[src/design/fcss_pkg.sv]
// Package: sizes, controller states and the command word of the fixed-count subset-sum block.
`default_nettype none
package fcss_pkg;

  localparam int VALUE_BITS = 35;
  localparam int PICK_ROWS  = 15;
  localparam int SUM_WIDTH  = 320;

  localparam int SET_W     = 35;
  localparam int PICK_W    = 4;
  localparam int TARGET_W  = 9;
  localparam int IDX_W     = $clog2(VALUE_BITS);
  localparam int SHAMT_W   = $clog2(VALUE_BITS + 1);
  localparam int ROW_IDX_W = $clog2(PICK_ROWS);
  localparam int SUM_IDX_W = $clog2(SUM_WIDTH);

  typedef enum logic [1:0] {
    ST_IDLE,
    ST_RUN,
    ST_DONE
  } state_t;

  typedef struct packed {
    logic             load;
    logic             step;
    logic [IDX_W-1:0] idx;
    logic             finish;
  } dp_cmd_t;

endpackage
`default_nettype wire

[src/design/fcss_ctrl.sv]
// Controller: sequences load, one step per value bit and the result hand-off.
`default_nettype none
module fcss_ctrl (
  input  wire logic               clk,
  input  wire logic               rst_n,
  input  wire logic               in_valid,
  output logic                    in_stall,
  output logic                    out_valid,
  input  wire logic               out_stall,
  output fcss_pkg::dp_cmd_t       cmd
);

  fcss_pkg::state_t              state_r, state_nxt;
  logic [fcss_pkg::IDX_W-1:0]    idx_r, idx_nxt;
  logic                          out_valid_r, out_valid_nxt;
  logic                          last_step;
  logic                          out_free;

  assign last_step = (idx_r == fcss_pkg::IDX_W'(fcss_pkg::VALUE_BITS - 1));
  assign out_free  = !out_valid_r || !out_stall;

  // next state
  always_comb begin
    state_nxt = state_r;
    idx_nxt   = idx_r;
    unique case (state_r)
      fcss_pkg::ST_IDLE: begin
        if (in_valid) begin
          state_nxt = fcss_pkg::ST_RUN;
          idx_nxt   = '0;
        end
      end
      fcss_pkg::ST_RUN: begin
        if (last_step) begin
          state_nxt = fcss_pkg::ST_DONE;
        end else begin
          idx_nxt = idx_r + fcss_pkg::IDX_W'(1);
        end
      end
      fcss_pkg::ST_DONE: begin
        if (out_free) begin
          state_nxt = fcss_pkg::ST_IDLE;
        end
      end
      default: state_nxt = fcss_pkg::ST_IDLE;
    endcase
  end

  // outputs
  always_comb begin
    cmd        = '0;
    cmd.idx    = idx_r;
    in_stall   = 1'b1;
    unique case (state_r)
      fcss_pkg::ST_IDLE: begin
        in_stall = 1'b0;
        cmd.load = in_valid;
      end
      fcss_pkg::ST_RUN:  cmd.step = 1'b1;
      fcss_pkg::ST_DONE: cmd.finish = out_free;
      default: ;
    endcase
  end

  always_comb begin
    out_valid_nxt = out_valid_r;
    if (out_valid_r && !out_stall) out_valid_nxt = 1'b0;
    if (cmd.finish) out_valid_nxt = 1'b1;
  end

  always_ff @(posedge clk) begin
    if (!rst_n) begin
      state_r     <= fcss_pkg::ST_IDLE;
      idx_r       <= '0;
      out_valid_r <= 1'b0;
    end else begin
      state_r     <= state_nxt;
      idx_r       <= idx_nxt;
      out_valid_r <= out_valid_nxt;
    end
  end

  assign out_valid = out_valid_r;

  a_finish_free: assert property (@(posedge clk) disable iff (!rst_n)
    cmd.finish |-> !(out_valid_r && out_stall))
    else $error("result written over a pending item");

  a_accept_run: assert property (@(posedge clk) disable iff (!rst_n)
    (in_valid && !in_stall) |=> (state_r == fcss_pkg::ST_RUN && idx_r == '0))
    else $error("accepted item did not start at value bit 0");

  a_last_done: assert property (@(posedge clk) disable iff (!rst_n)
    (state_r == fcss_pkg::ST_RUN && last_step) |=> state_r == fcss_pkg::ST_DONE)
    else $error("step sweep did not end after the last value bit");

  a_idx_range: assert property (@(posedge clk) disable iff (!rst_n)
    state_r == fcss_pkg::ST_RUN |-> idx_r <= fcss_pkg::IDX_W'(fcss_pkg::VALUE_BITS - 1))
    else $error("value index out of range");

endmodule
`default_nettype wire

[config.mk]
export PLATFORM = sky130hd
export DESIGN_NAME = fcss_ctrl
export DESIGN_NICKNAME = d
export VERILOG_FILES = /design/src/design/fcss_pkg.sv /design/src/design/fcss_ctrl.sv
export SDC_FILE = /design/constraint.sdc
export NUM_CORES = 1
export LEC_CHECK = 0
export CORE_AREA = 3 3 40 42
export CTS_CLUSTER_DIAMETER = 200
export DETAILED_ROUTE_END_ITERATION = 7
export DIE_AREA = 0 0 43 45
export DONT_BUFFER_PORTS = 1
export GPL_TIMING_DRIVEN = 0
export PLACE_DENSITY = 0.59
export SLEW_MARGIN = 20
export SYNTH_ARGS = -nofsm -noshare
export SYNTH_HDL_FRONTEND = slang
export SYNTH_SLANG_ARGS = --single-unit
[constraint.sdc]
create_clock -name clk -period 4.4 [get_ports clk]
set_clock_uncertainty 0.2 [all_clocks]
set_input_delay 0.22 -clock clk [delete_from_list [all_inputs] [get_ports clk]]
set_output_delay 0.22 -clock clk [all_outputs]
set_load 0.05 [all_outputs]
==> metrics.cfg, run 1 <==
[run_status]
status = completed

[place]
dp_slack_ns = 2.448
port_buffers = 0
place.gp.congestion = 0.7371
placed_area_um2 = 544.3
dp_hpwl_um = 780.2

[logic_synthesis]
synth-async-reset-ratio_pct = 0
synth_area_leader_cell = dfxtp_1
yosys.area.top_type_share_pct = 34.29
synthFlopType = dfxtp_1
netlist_area_um2 = 525.5
synth_cell_types = 30
syn_nets = 67
netlist_top_cells_area = dfxtp_1 (34%), nand2_1 (5.7%), ha_1 (4.8%), mux2i_1 (3.8%), o2111ai_1 (3.3%)
avgSynthCellArea_um2 = 8.615
yosysSeqAreaShare_pct = 34.29
synthTopCellsByCount = dfxtp_1 (9), nand2_1 (8), a21oi_1 (3), inv_1 (3), nand3_1 (3)
synth_cells = 61
yosysMostFrequentCell = dfxtp_1
synth_seq_cells = 9
synth_edf_count = 0
yosysWarnings = 0

[worst_setup_path]
path_class = register to primary output
end_kind = primary output
cp-start-kind = register
required_ns = 3.98
rrSetupSlack_ns = 2.51
cp_max_fo = 8
worst-endpoint-arrival_ns = 1.82

[routing]
detail_route.vias_per_cell = 5.386
vias = 447
first_pass_iters = 3
drtIter0Drc = 5
drt.antenna.violating_nets = 0
drt-total-wl_um = 1084
routedWlPerCell_um = 13.06
drc_errors = 0

[layout]
multi_input_area_um2 = 311.5
diodes = 0
drive_above_1_share_pct = 14.71
final_util_pct = 46.74
area_growth_pct = 14.29
final_cell_area_um2 = 600.6
final_nets = 75
register_area_um2 = 180.2
fill_cells = 135

[clock_tree]
post_cts_resized = 0
h-tree-depth = 1
cts.sinks = 9
clk_path_buf_depth = 2
postCtsSetupBuffers = 0
cts_hold_buffers = 3
cts_buffers = 3
worstSkewPairLatency_ns = 0.26
clockRootBuffer = clkbuf_4
tritoncts = done
clk_pin_slew_ns = 0.06

[timing]
rsz0062_at_grt = no
final.min_clock_period_ns = 2.238
max_slew.worst_pin.slew_ns = 0.8823
max_freq_mhz = 446.9
maxSlewHeadroom_pct = 40.96
finalSetupTns_ns = 0
fin_crit_sh_pct = 50.86
slew_viol_final = 0
worst_slack_ns = 2.162
setup_viol = 0
hold_viol = 0

[floorplan]
die_area_um2 = 1935
die_x_um = 43
io_pins = 15
fp.dieH_um = 45
start_util_pct = 40.90
core_um2 = 1285
row_count = 13

[global_routing]
grt-busiest-layer = met2
grtUsageTotal_pct = 14.00
grt_pass1_wl_um = 1932
grt_pass1_vias = 437
met1_usage_pct = 14.25
met2_usage_pct = 21.26
antenna_found_initial = 0
grt_max_degree = 11
grt_util_met3_pct = 6.773
grt-ovfl-total = 0

[power]
power_density_nw_per_um2 = 297.6
power.leakage_uw = 0.0002173
vdd_ir_drop_max_mv = 0.1610

[hold_path]
hold_path_class = input pin to register

[run]
cap_violations = 0

==> stage by stage <==
| step | std cells | total power (µW) | hold slack (ns) |
|---|---|---|---|
| after CTS | 83 | 183.5 | 0.04856 |
| after floorplan | 61 | 110.4 | 0.1611 |
| after detailed placement | 76 | 113.5 | 0.1736 |
| after global routing | 83 | 190.3 | 0.08296 |
| after global placement | 76 | 113.6 | 0.1711 |
| final | 83 | 178.7 | 0.05245 |
==> layer usage <==
| layer | share of wire, % | vias to the layer above |
|---|---|---|
| met5 | 0 | - |
| met4 | 4.2 | 0 |
| met3 | 8.2 | 4 |
| met2 | 44 | 12 |
| met1 | 44 | 199 |
| li1 | - | 232 |
==> logic make-up after synthesis <==
family / Yosys count / synth area share [%]
adders and majority gates: 2 / 4.761
AOI/OAI and AO/OA: 15 / 22.62
muxes: 2 / 3.810
buffers and inverters: 7 / 6.428
and+or+nand+nor: 26 / 28.09
DFF: 9 / 34.29
==> worst paths after layout <==
| kind | depth (start not counted) | end | startpoint |
|---|---|---|---|
| setup / recovery | 2 | cmd[8] | state_r[1] |
| hold / removal | 3 | idx_r[3] | in_valid |
| hold reg to reg | 2 | idx_r[3] | state_r[0] |
| setup reg to reg | 5 | idx_r[1] | idx_r[0] |
==> area by class of cell <==
| class | count | share of cell area, % |
|---|---|---|
| tap | 15 | 3.125 |
| sequential | 9 | 30.00 |
| multi-input combinational | 45 | 51.88 |
| inverter | 3 | 1.875 |
| clock buffer | 4 | 4.375 |
| buffer | 4 | 3.750 |
| timing repair buffer | 3 | 5.000 |
==> state kept, by name, summed over array words and instances, names as in the netlist <==
register,flops
idx_r,6
state_r,2
out_valid,1
==> cells in the final DEF, fill, tap and decap left out <==
| cell type | n |
|---|---|
| a21boi_0 | 1 |
| a21oi_1 | 3 |
| and2_1 | 2 |
| buf_4 | 2 |
| clkbuf_1 | 3 |
| clkbuf_4 | 3 |
| dfxtp_1 | 9 |
| dlygate4sd3_1 | 3 |
| ha_1 | 2 |
| inv_1 | 3 |
| mux2i_1 | 2 |
| nand2_1 | 8 |
| nand2b_1 | 2 |
| nand3_1 | 3 |
| nand3b_1 | 2 |
| nand4_1 | 1 |
| nand4b_1 | 1 |
| nor2_1 | 2 |
| nor2b_1 | 1 |
| nor3b_1 | 1 |
| o2111ai_1 | 2 |
| o211ai_1 | 1 |
| o21ai_0 | 1 |
| o21ai_1 | 1 |
| o21ba_4 | 1 |
| o21bai_1 | 1 |
| o221ai_2 | 1 |
| o22ai_1 | 1 |
| o31ai_1 | 1 |
| o32ai_1 | 1 |
| or2_2 | 2 |
| or4b_4 | 1 |
==> report_power, final <==
group          internal [µW]  switching, µW
Combinational           9.74           15.3
Sequential              83.0           6.05
Clock                   35.0           29.6
==> critical path, stage by stage (launching register included) <==
cell and delay (ns):
dfxtp_1 0.38, or2_2 0.46, nor2_1 0.72
Note: power is estimated with default switching activity, not from simulation.
==> inputs of run 2 (changes only) <==
PLACE_DENSITY = 0.61   (was 0.59)
clock period = 1.9 ns   (was 4.4 ns; I/O delays follow)
==> run 2 against run 1 <==
  * Count of clock-buffer cells in the layout unchanged
  * Critical path type is now register to register
  * Worst hold slack better by 0.0017 ns
  * Cell area up 2.1%
  * Largest cell class unchanged
  * Power grew 130%
  * Critical endpoint is now state_r[0]
  * Clock power grew 130%
==> metrics.cfg, run 2 (synthesized netlist as in run 1, its figures left out) <==
[routing]
first_pass_iters = 3  ; unchanged
vias = 458  ; +2.5%
wirelength_met1_um = 523  ; +9.4%
drtIter0Drc = 5  ; unchanged
detail_route.vias_per_cell = 5.518  ; +2.5%
routed.top_layer = met4
drc_errors = 0  ; unchanged
drt-total-wl_um = 1090  ; +0.55%
routedWlPerCell_um = 13.13  ; +0.55%
drt.antenna.violating_nets = 0  ; unchanged
wl_met2_um = 454  ; -3.8%
wl_met3_um = 77  ; -13%

[power]
power.leakage_uw = 0.0002202  ; +1.3%
power_density_nw_per_um2 = 680.7  ; +130%
vdd_ir_drop_max_mv = 0.3902  ; +140%

[global_routing]
grtUsageTotal_pct = 14.00  ; unchanged
grt_max_degree = 11  ; unchanged
grt_pass1_wl_um = 1980  ; +2.5%
grt_pass1_vias = 450  ; +3.0%
antenna_found_initial = 0  ; unchanged
grt-ovfl-total = 0  ; unchanged

[worst_setup_path]
critPathTopFamily = simple AND/OR/NAND/NOR gates
path_buf_inv = 0  ; unchanged
worst-endpoint-arrival_ns = 1.75  ; -0.07 ns
cp_cell_sequence = or4b_4 -> o21ba_4 -> and2_1
path_class = register to register
crit_slowest_cell = or4b_4
cpPeakStageDelay_ns = 0.60  ; -0.12 ns
end_kind = register
cp_max_fo = 5  ; -3
cp-start-kind = register
rrSetupSlack_ns = 0.11  ; -2.40 ns
required_ns = 1.86  ; -2.12 ns

[clock_tree]
tritoncts = done
clk_pin_slew_ns = 0.06  ; about the same
clk_path_buf_depth = 2  ; unchanged
h-tree-depth = 1  ; unchanged
postCtsSetupBuffers = 0  ; unchanged
clockRootBuffer = clkbuf_4
cts_buffers = 3  ; unchanged
worstSkewPairLatency_ns = 0.26  ; about the same
cts.sinks = 9  ; unchanged

[floorplan]
io_pins = 15  ; unchanged
row_count = 13  ; unchanged
die_area_um2 = 1935  ; unchanged
fp.dieH_um = 45  ; unchanged
die_x_um = 43  ; unchanged
core_um2 = 1285  ; unchanged
start_util_pct = 40.90  ; unchanged

[run]
cap_violations = 0  ; unchanged

[layout]
largest_reg_flops = 6  ; unchanged
final_common_cell = nand2_1
regMostFlops = idx_r
final_cell_mix = nand2_1 (8), dfxtp_1 (5), dfxtp_2 (4)
final_cell_area_um2 = 613.1  ; +2.1%
final_nets = 75  ; unchanged
area_growth_pct = 16.67
diodes = 0  ; unchanged
drive_above_1_share_pct = 22.06  ; +7.4 points

[timing]
slew_viol_final = 0  ; unchanged
rsz0062_at_grt = no
final.min_clock_period_ns = 1.792
max_slew.worst_pin.slew_ns = 0.6145  ; -0.2678 ns
maxSlewHeadroom_pct = 58.98  ; +18 points
max_freq_mhz = 558.2
setup_viol = 0  ; unchanged
finalSetupTns_ns = 0  ; unchanged
hold_viol = 0  ; unchanged
fin_crit_sh_pct = 94.29
fin_hold_ws_ns = 0.05413  ; +0.001674 ns

[place]
place.gp.congestion = 0.7232  ; -1.9%
port_buffers = 0  ; unchanged
dp_hpwl_um = 773.8  ; -0.82%
placed_area_um2 = 544.3  ; unchanged

[run_status]
status = completed

[hold_path]
hold_path_class = input pin to register

run 2: cell type report:
cell class | count | area (µm²)
well taps | 15 | 18.77
repair buffers | 3 | 30.03
inverters | 3 | 11.26
flip-flops and latches | 9 | 185.2
multi-input cells | 45 | 319.1
plain buffers | 4 | 22.52
clock buffers | 4 | 26.28
fillers | 131 | 671.9
run 2: routing by layer:
metal,global-route usage [%],vias to the layer above
met5,0,-
met4,10.84,0
met3,3.187,4
met2,18.56,12
met1,19.32,208
li1,-,234
run 2: final timing paths:
kind / start / to / cells past startpoint
worst max-delay path: idx_r[4] / state_r[0] / 3
worst min register to register: state_r[0] / idx_r[3] / 2
worst min-delay path: rst_n / idx_r[2] / 3
worst max register to register: idx_r[4] / state_r[0] / 3
run 2: worst min-delay path: cells and delay by family:
family                 cells  cell delay (ns)
AOI/OAI and AO/OA          2             0.16
buffers and inverters      1             0.21
run 2: where the power goes:
group | switching (µW) | leakage (µW) | total, µW | internal (µW)
clock network | 68.9 | 0.0000150 | 150 | 81.0
logic | 37.7 | 0.000130 | 61.1 | 23.3
registers | 13.6 | 0.0000749 | 206 | 193
run 2: what timing repair did:
action / in CTS / in global routing
pin swaps: 0 / 0
endpoints found under the hold margin: 6 / 0
cloned: 0 / 0
hold buffers: 3 / 0
gates resized for setup: 1 / 5
setup endpoints to repair: 1 / 8
run 2: metrics by stage:
step                power, µW  utilization [%]  setup slack (ns)  std cells
finish                  417.3            47.71            0.1084         83
detailed placement      262.4            42.36           0.03011         76
CTS                     420.3            46.93           0.02099         83
floorplan               255.6                -           0.09516         61
global placement        262.6            42.36           0.02655         76
global route            441.8            47.71           0.04572         83
==> inputs of run 3 (changes only) <==
CAP_MARGIN = 20   (was unset)
PLACE_DENSITY = 0.59   (was 0.61)
clock period = 2.2 ns   (was 1.9 ns; I/O delays follow)
==> run 3 against run 2 <==
  * Sequential cell count unchanged
  * Wire length shrank 0.55%
  * Non-clock buffer count unchanged
  * Highest routed layer unchanged
  * Worst hold slack improved by 0.0057 ns
  * First-iteration DRC count unchanged
  * Die area is the same
  * Largest cell class unchanged
  * Setup slack better by 0.20 ns
  * Global-route usage unchanged
  * Combinational power fell by 16%
  * Sequential power down 14%
  * Via count is 2.2% lower
  * Power shrank 14%
==> metrics.cfg, run 3 (synthesized netlist as in run 1, its figures left out) <==
[power]
swShare_pct = 28.57  ; -0.23 points
power.share.sequential_pct = 49.8  ; +0.4 points
p_clk_share_pct = 36.0  ; about the same
pwr-share-comb_pct = 14.3  ; -0.3 points
power_uw = 358.1  ; -14%
p_int_uw = 255.8  ; -14%
power.switching_uw = 102.3  ; -15%
power_density_nw_per_um2 = 593.8  ; -13%
power.leakage_uw = 0.0002173  ; -1.3%
vdd_ir_drop_max_mv = 0.3208  ; -18%

[global_routing]
grt_pass1_vias = 437  ; -2.9%
antenna_found_initial = 0  ; unchanged
grt_pass1_wl_um = 1932  ; -2.4%
grtUsageTotal_pct = 14.00  ; unchanged
grt_max_degree = 11  ; unchanged
grt-ovfl-total = 0  ; unchanged

[worst_setup_path]
required_ns = 1.89  ; +0.03 ns
reg2regPathDepth = 5  ; +2
critPathTopFamily = simple AND/OR/NAND/NOR gates
end_kind = primary output
path_buf_inv = 0  ; unchanged
path_class = register to primary output
cp-start-kind = register
worstReg2RegStart = idx_r[0]
worst-endpoint-arrival_ns = 1.58  ; -0.17 ns
crit_slowest_cell = nor2_2
rrSetupSlack_ns = 0.31  ; +0.20 ns
cp_cell_sequence = or2_2 -> nor2_2
cp_max_fo = 8  ; +3
cpPeakStageDelay_ns = 0.48  ; -0.12 ns
r2r-end = idx_r[1]

[hold_path]
hold_path_class = input pin to register
hp-start = rst_n
min_to = idx_r[2]
hold_depth = 3  ; unchanged

[place]
place_inst = 76  ; unchanged
placed_area_um2 = 544.3  ; unchanged
port_buffers = 0  ; unchanged
place.gp.congestion = 0.7371  ; +1.9%
dp_hpwl_um = 780.2  ; +0.83%

[floorplan]
row_count = 13  ; unchanged
core_um2 = 1285  ; unchanged
start_util_pct = 40.90  ; unchanged
fp.dieH_um = 45  ; unchanged
die_area_um2 = 1935  ; unchanged
io_pins = 15  ; unchanged
die_x_um = 43  ; unchanged

[routing]
routedWlPerCell_um = 13.06  ; -0.55%
drt.antenna.violating_nets = 0  ; unchanged
vias = 448  ; -2.2%
drtIter0Drc = 5  ; unchanged
drc_errors = 0  ; unchanged
first_pass_iters = 3  ; unchanged
drt-total-wl_um = 1084  ; -0.55%
detail_route.vias_per_cell = 5.398  ; -2.2%

[timing]
finalSetupTns_ns = 0  ; unchanged
setup_viol = 0  ; unchanged
slew_viol_final = 0  ; unchanged
max_slew.worst_pin.slew_ns = 0.6834  ; +0.06888 ns
final.min_clock_period_ns = 1.891
maxSlewHeadroom_pct = 54.38  ; -4.6 points
hold_viol = 0  ; unchanged
max_freq_mhz = 528.7
rsz0062_at_grt = no
fin_crit_sh_pct = 85.97

[run_status]
status = completed

[layout]
area_growth_pct = 14.76
final_cell_area_um2 = 603.1  ; -1.6%
final_cell_mix = dfxtp_1 (9), nand2_1 (8)
final_util_pct = 46.93  ; -0.78 points
instances_no_fill = 83  ; unchanged
drive_above_1_share_pct = 16.18  ; -5.9 points
regMostFlops = idx_r
diodes = 0  ; unchanged
final_nets = 75  ; unchanged
final_common_cell = dfxtp_1
largest_reg_flops = 6  ; unchanged

[clock_tree]
cts_buffers = 3  ; unchanged
clk_path_buf_depth = 2  ; unchanged
h-tree-depth = 1  ; unchanged
worstSkewPairLatency_ns = 0.26  ; about the same
clockRootBuffer = clkbuf_4
clk_pin_slew_ns = 0.06  ; about the same
cts.sinks = 9  ; unchanged
tritoncts = done

[run]
cap_violations = 0  ; unchanged

run 3: metrics by stage:
stage | setup WS, ns | hold slack, ns
after floorplan | 0.3952 | 0.05107
after global placement | 0.3339 | 0.06113
after detailed placement | 0.3223 | 0.06363
after CTS | 0.06142 | 0.06031
after global routing | 0.2208 | 0.08723
final | 0.3087 | 0.05985
run 3: power by group through the flow:
stage	clock network, µW	logic [µW]	registers (µW)
after floorplan	0	40.7	180
after detailed placement	0	45.0	182
after global routing	148	54.8	179
after CTS	138	50.8	178
after global placement	0	45.1	182
final	129	51.1	178
run 3: worst max path at each step:
stage,depth (start not counted),slack (ns),from,endpoint
6_report,2,0.31,state_r[1],cmd[8]
3_5_place_dp,5,0.32,idx_r[0],idx_r[1]
5_1_grt,5,0.22,idx_r[0],idx_r[1]
2_1_floorplan,3,0.40,idx_r[2],state_r[0]
3_3_place_gp,3,0.33,idx_r[2],state_r[0]
4_1_cts,2,0.06,state_r[1],cmd[8]
run 3: layout make-up:
| type | instances | area, µm² |
|---|---|---|
| Clock buffer | 4 | 26.28 |
| Timing Repair Buffer | 3 | 30.03 |
| Inverter | 3 | 11.26 |
| Multi-Input combinational cell | 45 | 314.1 |
| Buffer | 4 | 22.52 |
| Sequential cell | 9 | 180.2 |
| Fill cell | 134 | 681.9 |
| Tap cell | 15 | 18.77 |
run 3: worst min-delay path, cell delays in order:
cell and delay, ns:
clkbuf_1 0.20, o31ai_1 0.12, a21oi_1 0.04
run 3: metal layers:
metal,share of wire [%],vias up,global-route usage (%)
li1,-,232,-
met1,44,200,14.01
met2,44,12,21.56
met3,7.9,4,6.773
met4,4.2,0,12.65
met5,0,-,0
run 3: repair_timing:
| action | 4_1_cts | 5_1_grt |
|---|---|---|
| setup buffers | 0 | 0 |
| endpoints found under the setup margin | 0 | 1 |
| hold endpoints to repair | 6 | 0 |
| gates resized for setup | 0 | 1 |
| hold buffers | 3 | 0 |
